**config.mk**
```make
export PLATFORM = sky130hd
export DESIGN_NAME = adsr_envelope_gain
export DESIGN_NICKNAME = d
export VERILOG_FILES = /design/src/hw/rtl/aeg_pkg.sv /design/src/hw/rtl/adsr_envelope_gain.sv /design/src/hw/rtl/aeg_serial_unit.sv
export SDC_FILE = /design/constraint.sdc
export NUM_CORES = 1
export LEC_CHECK = 0
export BUFFER_PORTS_ARGS = -buffer_cell sky130_fd_sc_hd__buf_4
export CAP_MARGIN = 5
export CORE_UTILIZATION = 65
export CTS_CLUSTER_DIAMETER = 60
export CTS_CLUSTER_SIZE = 20
export DETAILED_ROUTE_END_ITERATION = 16
export GPL_TIMING_DRIVEN = 0
export PLACE_DENSITY_LB_ADDON = 0.12
export SLEW_MARGIN = 10
export SYNTH_ARGS = -nofsm -noshare
export SYNTH_HDL_FRONTEND = slang
export SYNTH_HIERARCHICAL = 1
export SYNTH_SLANG_ARGS = --single-unit
```
**constraint.sdc**
```tcl
create_clock -name clk_i -period 11.3 [get_ports clk_i]
set_clock_uncertainty 0.1 [all_clocks]
set_input_delay 2.26 -clock clk_i [delete_from_list [all_inputs] [get_ports clk_i]]
set_output_delay 2.26 -clock clk_i [all_outputs]
set_load 0.01 [all_outputs]
```
**src/hw/rtl/aeg_pkg.sv**
```systemverilog
// shared constants, register, segment, op and state codes, and the command/status structs
// for the envelope gain stage; no dependencies
`timescale 1ns / 1ps

package aeg_pkg;

  localparam int SAMPLE_WIDTH    = 16;
  localparam int LENGTH_WIDTH    = 18;
  localparam int LEVEL_WIDTH     = 16;
  localparam int POS_WIDTH       = LENGTH_WIDTH + 2;
  localparam int GAIN_FRAC       = 15;
  localparam int SEG_WIDTH       = 3;
  localparam int CFG_INDEX_WIDTH = 3;
  localparam int CFG_DATA_WIDTH  = (LENGTH_WIDTH > LEVEL_WIDTH) ? LENGTH_WIDTH : LEVEL_WIDTH;
  localparam int MCAND_WIDTH     = (LENGTH_WIDTH > SAMPLE_WIDTH) ? LENGTH_WIDTH
                                                                 : SAMPLE_WIDTH + 1;
  localparam int PROD_WIDTH      = MCAND_WIDTH + LEVEL_WIDTH;
  localparam int STEP_CNT_WIDTH  = $clog2(LEVEL_WIDTH);

  localparam logic [LEVEL_WIDTH-1:0] LEVEL_ONE = LEVEL_WIDTH'(64'd1 << GAIN_FRAC);

  typedef enum logic [CFG_INDEX_WIDTH-1:0] {
    REG_ATTACK_LEN    = 3'd0,
    REG_ATTACK_LEVEL  = 3'd1,
    REG_DECAY_LEN     = 3'd2,
    REG_SUSTAIN_LEVEL = 3'd3,
    REG_SUSTAIN_LEN   = 3'd4,
    REG_RELEASE_LEN   = 3'd5
  } cfg_reg_e;

  typedef enum logic [SEG_WIDTH-1:0] {
    SEG_ATTACK  = 3'd0,
    SEG_DECAY   = 3'd1,
    SEG_SUSTAIN = 3'd2,
    SEG_RELEASE = 3'd3,
    SEG_SILENCE = 3'd4
  } seg_e;

  typedef enum logic {
    OP_MUL = 1'b0,
    OP_DIV = 1'b1
  } op_e;

  typedef enum logic [3:0] {
    ST_IDLE,
    ST_SUMD,
    ST_SUMS,
    ST_SUMR,
    ST_SEL,
    ST_MUL1,
    ST_DIV,
    ST_GAIN,
    ST_MUL2,
    ST_WB
  } state_e;

  // divide runs on whatever the previous multiply left in hi/lo
  typedef struct packed {
    logic                   start;
    op_e                    op;
    logic [MCAND_WIDTH-1:0] opnd;
    logic [LEVEL_WIDTH-1:0] mplier;
  } cmd_t;

  typedef struct packed {
    logic                   busy;
    logic [MCAND_WIDTH-1:0] hi;
    logic [LEVEL_WIDTH-1:0] lo;
  } status_t;

endpackage

```
**src/hw/rtl/adsr_envelope_gain.sv**
```systemverilog
// top level of the envelope gain stage: registers, position, sequencer, output
// depends on aeg_pkg and aeg_serial_unit
`timescale 1ns / 1ps

// Usage
// cfg channel: index 0..5 selects attack_len, attack_level, decay_len, sustain_level,
//   sustain_len, release_len; cfg_ready_o is always high; write only while idle.
// in channel: one item is a sample plus a restart flag; in_ready_o is high while
//   the sequencer is idle.
// out channel: one item per input item: scaled sample, gain, segment code.
// Sequence: from accept to the output register an item in a ramp segment
//   (attack, decay, release) passes three bound sums, the select, a 16-step
//   multiply for the ramp product and a 16-step divide by the segment length on
//   the shared serial unit, the gain step, a 16-step multiply of the sample by
//   the gain, and the write-back; sustain and silence skip the ramp multiply and
//   the divide.
// Overlap: the next item is accepted the cycle after the result is loaded, while
//   that result still sits in the output register.
// Stall: while the output register holds an item and out_ready_i is low, the
//   finished result waits in the sequencer until the output register frees.
// Reset: lengths 0, levels 1.0, position 0, output empty.
module adsr_envelope_gain (
  input  logic                                    clk_i,
  input  logic                                    rst_ni,
  input  logic                                    cfg_valid_i,
  output logic                                    cfg_ready_o,
  input  logic [aeg_pkg::CFG_INDEX_WIDTH-1:0]     cfg_index_i,
  input  logic [aeg_pkg::CFG_DATA_WIDTH-1:0]      cfg_data_i,
  input  logic                                    in_valid_i,
  output logic                                    in_ready_o,
  input  logic signed [aeg_pkg::SAMPLE_WIDTH-1:0] sample_in_i,
  input  logic                                    restart_i,
  output logic                                    out_valid_o,
  input  logic                                    out_ready_i,
  output logic signed [aeg_pkg::SAMPLE_WIDTH-1:0] sample_out_o,
  output logic [aeg_pkg::LEVEL_WIDTH-1:0]         env_gain_o,
  output logic [aeg_pkg::SEG_WIDTH-1:0]           segment_o
);
  import aeg_pkg::*;

  localparam int SH_WIDTH = PROD_WIDTH + 1 - GAIN_FRAC;
  localparam logic [SH_WIDTH-1:0] SMAX_SH =
    SH_WIDTH'((64'd1 << (SAMPLE_WIDTH - 1)) - 64'd1);
  localparam logic [SH_WIDTH-1:0] SMIN_MAG_SH = SH_WIDTH'(64'd1 << (SAMPLE_WIDTH - 1));
  localparam logic [PROD_WIDTH:0] ROUND_NEG = (PROD_WIDTH+1)'((64'd1 << GAIN_FRAC) - 64'd1);

  state_e state_q, state_d;

  logic [LENGTH_WIDTH-1:0] attack_len_q, decay_len_q, sustain_len_q, release_len_q;
  logic [LEVEL_WIDTH-1:0]  attack_level_q, sustain_level_q;

  logic [POS_WIDTH-1:0]    pos_q;
  logic [POS_WIDTH-1:0]    a_end, d_end_q, s_end_q, r_end_q;
  logic signed [SAMPLE_WIDTH-1:0] sample_q;

  seg_e                    seg_q, seg_d;
  logic                    ramp_q, ramp_d;
  logic                    neg_q, neg_d;
  logic [LEVEL_WIDTH-1:0]  start_q, start_d;
  logic [LEVEL_WIDTH-1:0]  mag_d;
  logic [LENGTH_WIDTH-1:0] len_q, len_d;
  logic [POS_WIDTH-1:0]    base_d;
  logic [POS_WIDTH-1:0]    k_full;
  logic [LEVEL_WIDTH-1:0]  gain_q, gain_d;

  logic [SAMPLE_WIDTH:0]   s_ext, smag;
  logic [PROD_WIDTH-1:0]   prod;
  logic [PROD_WIDTH:0]     rounded;
  logic [SH_WIDTH-1:0]     shifted;
  logic signed [SAMPLE_WIDTH-1:0] res_d;

  logic                    out_free;
  logic                    out_load;

  cmd_t    cmd;
  status_t status;

  aeg_serial_unit u_serial (
    .clk_i    (clk_i),
    .rst_ni   (rst_ni),
    .cmd_i    (cmd),
    .status_o (status)
  );

  // configuration
  assign cfg_ready_o = 1'b1;

  always_ff @(posedge clk_i or negedge rst_ni) begin
    if (!rst_ni) begin
      attack_len_q    <= '0;
      attack_level_q  <= LEVEL_ONE;
      decay_len_q     <= '0;
      sustain_level_q <= LEVEL_ONE;
      sustain_len_q   <= '0;
      release_len_q   <= '0;
    end else if (cfg_valid_i && cfg_ready_o) begin
      case (cfg_index_i)
        REG_ATTACK_LEN:    attack_len_q    <= cfg_data_i[LENGTH_WIDTH-1:0];
        REG_ATTACK_LEVEL:  attack_level_q  <= cfg_data_i[LEVEL_WIDTH-1:0];
        REG_DECAY_LEN:     decay_len_q     <= cfg_data_i[LENGTH_WIDTH-1:0];
        REG_SUSTAIN_LEVEL: sustain_level_q <= cfg_data_i[LEVEL_WIDTH-1:0];
        REG_SUSTAIN_LEN:   sustain_len_q   <= cfg_data_i[LENGTH_WIDTH-1:0];
        REG_RELEASE_LEN:   release_len_q   <= cfg_data_i[LENGTH_WIDTH-1:0];
        default: begin
        end
      endcase
    end
  end

  // segment select
  assign a_end = POS_WIDTH'(attack_len_q);

  always_comb begin
    seg_d   = SEG_SILENCE;
    ramp_d  = 1'b0;
    neg_d   = 1'b0;
    start_d = '0;
    mag_d   = '0;
    len_d   = release_len_q;
    base_d  = s_end_q;
    if (pos_q < a_end) begin
      seg_d   = SEG_ATTACK;
      ramp_d  = 1'b1;
      mag_d   = attack_level_q;
      len_d   = attack_len_q;
      base_d  = '0;
    end else if (pos_q < d_end_q) begin
      seg_d   = SEG_DECAY;
      ramp_d  = 1'b1;
      start_d = attack_level_q;
      len_d   = decay_len_q;
      base_d  = a_end;
      if (sustain_level_q >= attack_level_q) begin
        mag_d = sustain_level_q - attack_level_q;
      end else begin
        neg_d = 1'b1;
        mag_d = attack_level_q - sustain_level_q;
      end
    end else if (pos_q < s_end_q) begin
      seg_d   = SEG_SUSTAIN;
      start_d = sustain_level_q;
    end else if (pos_q < r_end_q) begin
      seg_d   = SEG_RELEASE;
      ramp_d  = 1'b1;
      neg_d   = 1'b1;
      start_d = sustain_level_q;
      mag_d   = sustain_level_q;
    end
  end

  assign k_full = pos_q - base_d;

  // gain: start level, plus or minus the quotient in a ramp segment
  assign gain_d = !ramp_q ? start_q
                : (neg_q ? start_q - status.lo : start_q + status.lo);

  // sample magnitude and final scaling
  assign s_ext   = {sample_q[SAMPLE_WIDTH-1], sample_q};
  assign smag    = sample_q[SAMPLE_WIDTH-1] ? (~s_ext + 1'b1) : s_ext;
  assign prod    = {status.hi, status.lo};
  assign rounded = {1'b0, prod} + (sample_q[SAMPLE_WIDTH-1] ? ROUND_NEG : '0);
  assign shifted = rounded[PROD_WIDTH:GAIN_FRAC];

  always_comb begin
    if (!sample_q[SAMPLE_WIDTH-1]) begin
      res_d = (shifted > SMAX_SH) ? {1'b0, {(SAMPLE_WIDTH-1){1'b1}}}
                                  : shifted[SAMPLE_WIDTH-1:0];
    end else begin
      res_d = (shifted > SMIN_MAG_SH) ? {1'b1, {(SAMPLE_WIDTH-1){1'b0}}}
                                      : ~shifted[SAMPLE_WIDTH-1:0] + 1'b1;
    end
  end

  assign out_free = !out_valid_o || out_ready_i;
  assign out_load = (state_q == ST_WB) && out_free;

  // next state
  always_comb begin
    state_d = state_q;
    case (state_q)
      ST_IDLE: if (in_valid_i) state_d = ST_SUMD;
      ST_SUMD: state_d = ST_SUMS;
      ST_SUMS: state_d = ST_SUMR;
      ST_SUMR: state_d = ST_SEL;
      ST_SEL:  state_d = ramp_d ? ST_MUL1 : ST_GAIN;
      ST_MUL1: if (!status.busy) state_d = ST_DIV;
      ST_DIV:  if (!status.busy) state_d = ST_GAIN;
      ST_GAIN: state_d = ST_MUL2;
      ST_MUL2: if (!status.busy) state_d = ST_WB;
      ST_WB:   if (out_free) state_d = ST_IDLE;
      default: state_d = ST_IDLE;
    endcase
  end

  // sequencer outputs
  always_comb begin
    in_ready_o = 1'b0;
    cmd.start  = 1'b0;
    cmd.op     = OP_MUL;
    cmd.opnd   = MCAND_WIDTH'(k_full[LENGTH_WIDTH-1:0]);
    cmd.mplier = mag_d;
    case (state_q)
      ST_IDLE: in_ready_o = 1'b1;
      ST_SEL:  cmd.start = ramp_d;
      ST_MUL1: begin
        cmd.start = !status.busy;
        cmd.op    = OP_DIV;
        cmd.opnd  = MCAND_WIDTH'(len_q);
      end
      ST_GAIN: begin
        cmd.start  = 1'b1;
        cmd.opnd   = MCAND_WIDTH'(smag);
        cmd.mplier = gain_d;
      end
      default: begin
      end
    endcase
  end

  always_ff @(posedge clk_i or negedge rst_ni) begin
    if (!rst_ni) begin
      state_q     <= ST_IDLE;
      pos_q       <= '0;
      out_valid_o <= 1'b0;
    end else begin
      state_q <= state_d;
      if (in_valid_i && in_ready_o && restart_i) begin
        pos_q <= '0;
      end else if (state_q == ST_SEL && pos_q < r_end_q) begin
        pos_q <= pos_q + 1'b1;
      end
      if (out_load) begin
        out_valid_o <= 1'b1;
      end else if (out_ready_i) begin
        out_valid_o <= 1'b0;
      end
    end
  end

  always_ff @(posedge clk_i) begin
    if (in_valid_i && in_ready_o) begin
      sample_q <= sample_in_i;
    end
    if (state_q == ST_SUMD) begin
      d_end_q <= a_end + POS_WIDTH'(decay_len_q);
    end
    if (state_q == ST_SUMS) begin
      s_end_q <= d_end_q + POS_WIDTH'(sustain_len_q);
    end
    if (state_q == ST_SUMR) begin
      r_end_q <= s_end_q + POS_WIDTH'(release_len_q);
    end
    if (state_q == ST_SEL) begin
      seg_q   <= seg_d;
      ramp_q  <= ramp_d;
      neg_q   <= neg_d;
      start_q <= start_d;
      len_q   <= len_d;
    end
    if (state_q == ST_GAIN) begin
      gain_q <= gain_d;
    end
    if (out_load) begin
      sample_out_o <= res_d;
      env_gain_o   <= gain_q;
      segment_o    <= seg_q;
    end
  end

`ifndef SYNTHESIS
  a_one_item: assert property (@(posedge clk_i) disable iff (!rst_ni)
    (in_valid_i && in_ready_o) |=> !in_ready_o)
    else $error("second item accepted while busy");
  a_pos_step: assert property (@(posedge clk_i) disable iff (!rst_ni)
    (state_q == ST_SEL && pos_q < r_end_q) |=> (pos_q == POS_WIDTH'($past(pos_q) + 1'b1)))
    else $error("position did not advance");
  a_silent_gain: assert property (@(posedge clk_i) disable iff (!rst_ni)
    (out_valid_o && segment_o == SEG_SILENCE) |-> (env_gain_o == '0))
    else $error("nonzero gain in silence");
`endif

endmodule

```
**src/hw/rtl/aeg_serial_unit.sv**
```systemverilog
// bit-serial shift-add multiplier and restoring divider sharing one hi/lo pair
// depends on aeg_pkg
`timescale 1ns / 1ps

module aeg_serial_unit (
  input  logic           clk_i,
  input  logic           rst_ni,
  input  aeg_pkg::cmd_t  cmd_i,
  output aeg_pkg::status_t status_o
);
  import aeg_pkg::*;

  logic                      busy_q, busy_d;
  op_e                       op_q, op_d;
  logic [STEP_CNT_WIDTH-1:0] cnt_q, cnt_d;
  logic [MCAND_WIDTH-1:0]    opnd_q, opnd_d;
  logic [MCAND_WIDTH-1:0]    hi_q, hi_d;
  logic [LEVEL_WIDTH-1:0]    lo_q, lo_d;

  logic [MCAND_WIDTH:0]      add_sum;
  logic [MCAND_WIDTH:0]      rem_ext;
  logic [MCAND_WIDTH:0]      sub_diff;
  logic                      rem_ge;

  assign add_sum  = {1'b0, hi_q} + {1'b0, (lo_q[0] ? opnd_q : '0)};
  assign rem_ext  = {hi_q, lo_q[LEVEL_WIDTH-1]};
  assign rem_ge   = rem_ext >= {1'b0, opnd_q};
  assign sub_diff = rem_ext - {1'b0, opnd_q};

  always_comb begin
    busy_d = busy_q;
    op_d   = op_q;
    cnt_d  = cnt_q;
    opnd_d = opnd_q;
    hi_d   = hi_q;
    lo_d   = lo_q;
    if (busy_q) begin
      if (op_q == OP_MUL) begin
        hi_d = add_sum[MCAND_WIDTH:1];
        lo_d = {add_sum[0], lo_q[LEVEL_WIDTH-1:1]};
      end else begin
        hi_d = rem_ge ? sub_diff[MCAND_WIDTH-1:0] : rem_ext[MCAND_WIDTH-1:0];
        lo_d = {lo_q[LEVEL_WIDTH-2:0], rem_ge};
      end
      if (cnt_q == STEP_CNT_WIDTH'(LEVEL_WIDTH - 1)) begin
        busy_d = 1'b0;
        cnt_d  = '0;
      end else begin
        cnt_d = cnt_q + 1'b1;
      end
    end else if (cmd_i.start) begin
      busy_d = 1'b1;
      op_d   = cmd_i.op;
      opnd_d = cmd_i.opnd;
      if (cmd_i.op == OP_MUL) begin
        hi_d = '0;
        lo_d = cmd_i.mplier;
      end
    end
  end

  always_ff @(posedge clk_i or negedge rst_ni) begin
    if (!rst_ni) begin
      busy_q <= 1'b0;
      op_q   <= OP_MUL;
      cnt_q  <= '0;
    end else begin
      busy_q <= busy_d;
      op_q   <= op_d;
      cnt_q  <= cnt_d;
    end
  end

  always_ff @(posedge clk_i) begin
    opnd_q <= opnd_d;
    hi_q   <= hi_d;
    lo_q   <= lo_d;
  end

  assign status_o.busy = busy_q;
  assign status_o.hi   = hi_q;
  assign status_o.lo   = lo_q;

`ifndef SYNTHESIS
  a_no_start_busy: assert property (@(posedge clk_i) disable iff (!rst_ni)
    cmd_i.start |-> !busy_q)
    else $error("serial unit started while busy");
  a_start_busy: assert property (@(posedge clk_i) disable iff (!rst_ni)
    cmd_i.start |=> busy_q)
    else $error("serial unit did not start");
  a_div_range: assert property (@(posedge clk_i) disable iff (!rst_ni)
    (cmd_i.start && cmd_i.op == OP_DIV) |-> (hi_q < cmd_i.opnd))
    else $error("quotient would overflow");
`endif

endmodule
```
Word-level counts from Yosys, hierarchy flattened:

Cells that the tools add are included.

* bits in registers: 353
* word-level logic and storage cells: 157

* add/subtract/negate cells: 15
* order comparisons: 8
* equal/unequal tests: 21
* multiplexer cells: 57
* bitwise operators: 3
* reduce and logical (&&, ||, !) cells: 23

Operators by type and width (count)
* $mux 16: 17
* $mux 18: 10
* $lt 20x20->1: 3
* $sub 16x16->16: 3
* $add 20x18->20: 2
* $mux 20: 2
* $pmux 4 s10: 1
* $add 18x18->19: 2
* $pmux 18 s2: 1
* $sub 18x18->18: 2
* $add 34x15->35: 1
* $mux 4: 6
* $add 20x1->20 const B: 1
* $gt 20x15->1 const B: 1
* $gt 20x16->1 const B: 1
* $lt 20x18->1: 1
* $ge 19x18->1: 1
* $add 17x1->17 const B: 1
* $mux 17: 1
* $not 17->17: 1
* $add 16x1->16 const B: 1
* $add 16x16->16: 1
* $eq 4x3->1 const B: 4
* $ge 16x16->1: 1
* other kinds (25): 62

Longest topological paths before layout:

* word-level depth: 9
* mapped depth: 26
* gate-level depth less buffers: 24

Hierarchy:

Netlist, hierarchy kept.

By module, submodules not included
* adsr_envelope_gain: times used 1, cells each 2146, area an instance 20781.2 um2, sequential area each 8185.4 um2
* aeg_serial_unit: times used 1, cells each 473, area an instance 4554.4 um2, sequential area each 1711.6 um2

Least setup slack after synthesis:

Ideal clock, no wire load.

* path type: reg2reg
* from: register state_q[1]
* to: register u_serial.hi_q[0], enable pin
* library setup time: 473 ps
* arrival: 6474 ps
* data required time: 10727 ps
* setup slack: 4254 ps
* stages on the path, launching flop included: 7
* buffers on the path: 1
* cells stage by stage: dfrtp_1 > clkbuf_1 > nor3_1 > inv_1 > o22ai_1 > inv_1 > o21ai_0

RTL lines
* start, declared: line adsr_envelope_gain.sv:47 `state_e state_q, state_d;`
* start signal, assigned: line adsr_envelope_gain.sv:226 `state_q <= state_d;`
* end signal, assigned: line aeg_serial_unit.sv:76 `hi_q <= hi_d;`
* end, declared: line aeg_serial_unit.sv:17 `logic [MCAND_WIDTH-1:0] hi_q, hi_d;`

==> metrics <==
library cell occupying the most area in the post-synthesis netlist sky130_fd_sc_hd__edfxtp_1; number of instances in the synthesized netlist 2,619; Die Y-Extent 199 um; summed negative setup slack over all endpoints 0 ns; Worst VDD drop 0.000167 V; most instantiated flip-flop cell in the synthesis netlist sky130_fd_sc_hd__edfxtp_1; violation count after the first detailed-route iteration 1,708; Max-Cap Viols 0; routed vias/inst 6.34; Post-CTS Setup Inserts 0; Required @ worst endpoint 11.52 ns; nets 3,046; CTS max path bufs 3; Clock Sink Count 352; number of nets still failing antenna checks after routing 0; most frequent cell on the critical path sky130_fd_sc_hd__o21ai_1; residual DRC count 0; ranking of synthesized cells by instance count 246 x sky130_fd_sc_hd__ha_1, 217 x sky130_fd_sc_hd__edfxtp_1, 199 x sky130_fd_sc_hd__nand2_1, 196 x sky130_fd_sc_hd__inv_1, 192 x sky130_fd_sc_hd__o21ai_0; post-DR wirelength/cell 21.5 um; Synth warnings 6; DRT Wirelength 70,500 um; PortBufs 77; share of the clock period used by the worst path after layout 0.624; Yosys top cell area share 0.257; number of buffers added by the clock tree synthesis step 35; delay contributed by the slowest stage of the critical path 0.55 ns; Distinct cells, synth 99; status finished clean; Hold Fails Final Rpt 0; RSZ-0062 raised after global routing false; P per Cell Area 273 mW/mm^2; clock transition time at the flip-flop clock pins of the worst setup and hold paths 0.07 ns; layout cell share with drive strength beyond 1 0.114; detailed-routing iteration count for the pre-antenna-repair pass 6; half-perimeter wire length after detailed placement 55,200 um; min cycle time layout 7.05 ns; Final Util 0.737; last weighted congestion value of the routability-driven placer 0.959; effective utilization at floorplan 0.666; synthesized area per cell 9.67 sq um; # rows 71; placeable core area 0.0380 sq mm; Synth Net Count 2,917; later-pin clock latency in the skew report 0.58 ns; antenna violations before repair 1; category of the worst setup path launch point register; number of endpoints failing setup at the final stage 0; die area 0.0398 sq mm; nature of the critical path endpoint register; cells taking the most area after synthesis sky130_fd_sc_hd__edfxtp_1 26%, sky130_fd_sc_hd__dfrtp_1 13%, sky130_fd_sc_hd__ha_1 12%, sky130_fd_sc_hd__xnor2_1 4.0%, sky130_fd_sc_hd__o21ai_0 3.8%; hold-fix buffers at CTS 0; number of pins with negative max-slew slack in the final report 0; WS Path Type register to register; chip width 199 um; sequential fraction of the synthesis area 0.391; type of the most critical hold path register to register; worst-path cell chain ha_1, a21o_1, a21oi_1, o221ai_1, a2111oi_0, o31a_1, clkbuf_1, clkbuf_1, clkbuf_1, nand2_1, o21ai_0, nand2_1, ha_1, o21ai_1, a21boi_1, o41ai_1, o21ai_1, o31ai_1, o21ai_1, or4_1, a31oi_1, xnor2_1, o21ai_1; cell chosen for the clock root sky130_fd_sc_hd__clkbuf_16; area of the mapped netlist 0.0253 sq mm; Async SR Flop Fraction 0.384; gr ovfl total 0; I/O Pins 81; Achievable Freq 0.142 GHz; total via count after detailed routing 20,800; count leader, synth sky130_fd_sc_hd__ha_1; maximum number of pins on one net before global-route repair 87; Worst Path Max Fanout 10; Area growth, synth to finish 10.6%; H-tree levels 2; synthesis-stage register bit count 352; number of gates resized after cts 0; Overall Global Routing Usage 0.362; leakage power total 12.1 nW; Antenna diodes 0; worst slew slack as a fraction of its limit 0.367; CP max-delay cell sky130_fd_sc_hd__a2111oi_0; clock tree from TritonCTS yes; data arrival time at the worst-slack endpoint 7.27 ns; filler instances 2,766; via count of the first global-routing pass 20,200; number of enable flip-flop cells after synthesis 217; first-pass GRT wire length 110,000 um; worst-margin pin slew 0.945 ns
[flip-flops by register name (all words and copies together), names as in the netlist, 4 cells and up]
name	flops
pos_q	20
r_end_q	20
s_end_q	20
d_end_q	19
attack_len_q	18
decay_len_q	18
len_q	18
release_len_q	18
sustain_len_q	18
u_serial/hi_q	18
u_serial/opnd_q	18
attack_level_q	16
env_gain_o	16
gain_q	16
sample_out_o	16
sample_q	16
start_q	16
sustain_level_q	16
u_serial/lo_q	16
state_q	4
u_serial/cnt_q	4
[metrics by stage]
| stage | hold slack [ns] | instances | total power, mW | area [sq um] | setup slack, ns |
|---|---|---|---|---|---|
| floorplan | 0.300 | 2619 | 5.21 | 25300 | 4.25 |
| global placement | 0.302 | 3207 | 6.12 | 26600 | 1.38 |
| detailed placement | 0.305 | 3222 | 6.29 | 26800 | 4.38 |
| CTS | 0.320 | 3285 | 7.56 | 28000 | 4.33 |
| global route | 0.323 | 3285 | 8.13 | 28000 | 3.87 |
| finish | 0.319 | 3285 | 7.64 | 28000 | 4.25 |
[final timing paths]
check / start / to / slack (ns) / cells after the start
max: pos_q[13] / u_serial/opnd_q[17] / 4.25 / 23
min: gain_q[5] / env_gain_o[5] / 0.32 / 0
max reg2reg: pos_q[13] / u_serial/opnd_q[17] / 4.25 / 23
min reg2reg: gain_q[5] / env_gain_o[5] / 0.32 / 0
max in group asynchronous: rst_ni / u_serial/cnt_q[2] / 8.85 / 3
min in group asynchronous: rst_ni / attack_level_q[10] / 1.36 / 1
[critical path: cells and delay by family, from the launching register on]
family | cells | cell delay [ns]
adder cells (fa/ha/maj) | 2 | 0.70
AND/OR/NAND/NOR | 3 | 0.65
XOR/XNOR | 1 | 0.15
AO/OA/AOI/OAI | 14 | 3.33
buffers and inverters | 3 | 1.35
flip-flops | 1 | 0.52
[cells in the final DEF, fill, tap and decap left out, drive strengths merged, types with 70 or more instances in the layout]
master	count
mux2	86
dfrtp	133
buf	108
nor2	177
o21ai	218
nor3	70
xnor2	117
clkbuf	115
nand2	199
ha	246
edfxtp	217
inv	202
a21oi	174
[routing by layer]
layer,vias to the layer above,wire (um),share of wire,GRT usage
met5,-,0,0,0
met4,0,2830,0.040,0.159
met3,122,5540,0.079,0.0457
met2,897,32400,0.46,0.583
met1,10000,29700,0.42,0.491
li1,9779,-,-,-
[cells by family (layout without fill, tap and decap cells)]
kind of cell    Yosys count  in the layout  synth area share
compound gates          693            693             0.178
buf+inv                 287            442            0.0449
other cells               1              1          0.000148
mux                     146            146            0.0619
xor+xnor                162            162            0.0560
flops                   352            352             0.391
simple gates            723            723             0.140
fa+ha+maj               255            255             0.129
[layout make-up]
type                    count  area [sq um]  area share
repair buffers             92           761      0.0272
multi-input cells        1980         14400       0.512
clock inverters            22           255     0.00911
clock buffers              41           972      0.0347
plain buffers              90           400      0.0143
well taps                 511           639      0.0228
inverters                 197           739      0.0264
flip-flops and latches    352          9900       0.353
[power breakdown]
part	switching (mW)	internal (mW)	leakage, nW
sequential	0.410	1.93	3.69
clock	0.565	0.686	0.602
combinational	2.34	1.71	7.83
Note: power is estimated with default switching activity, not from simulation.
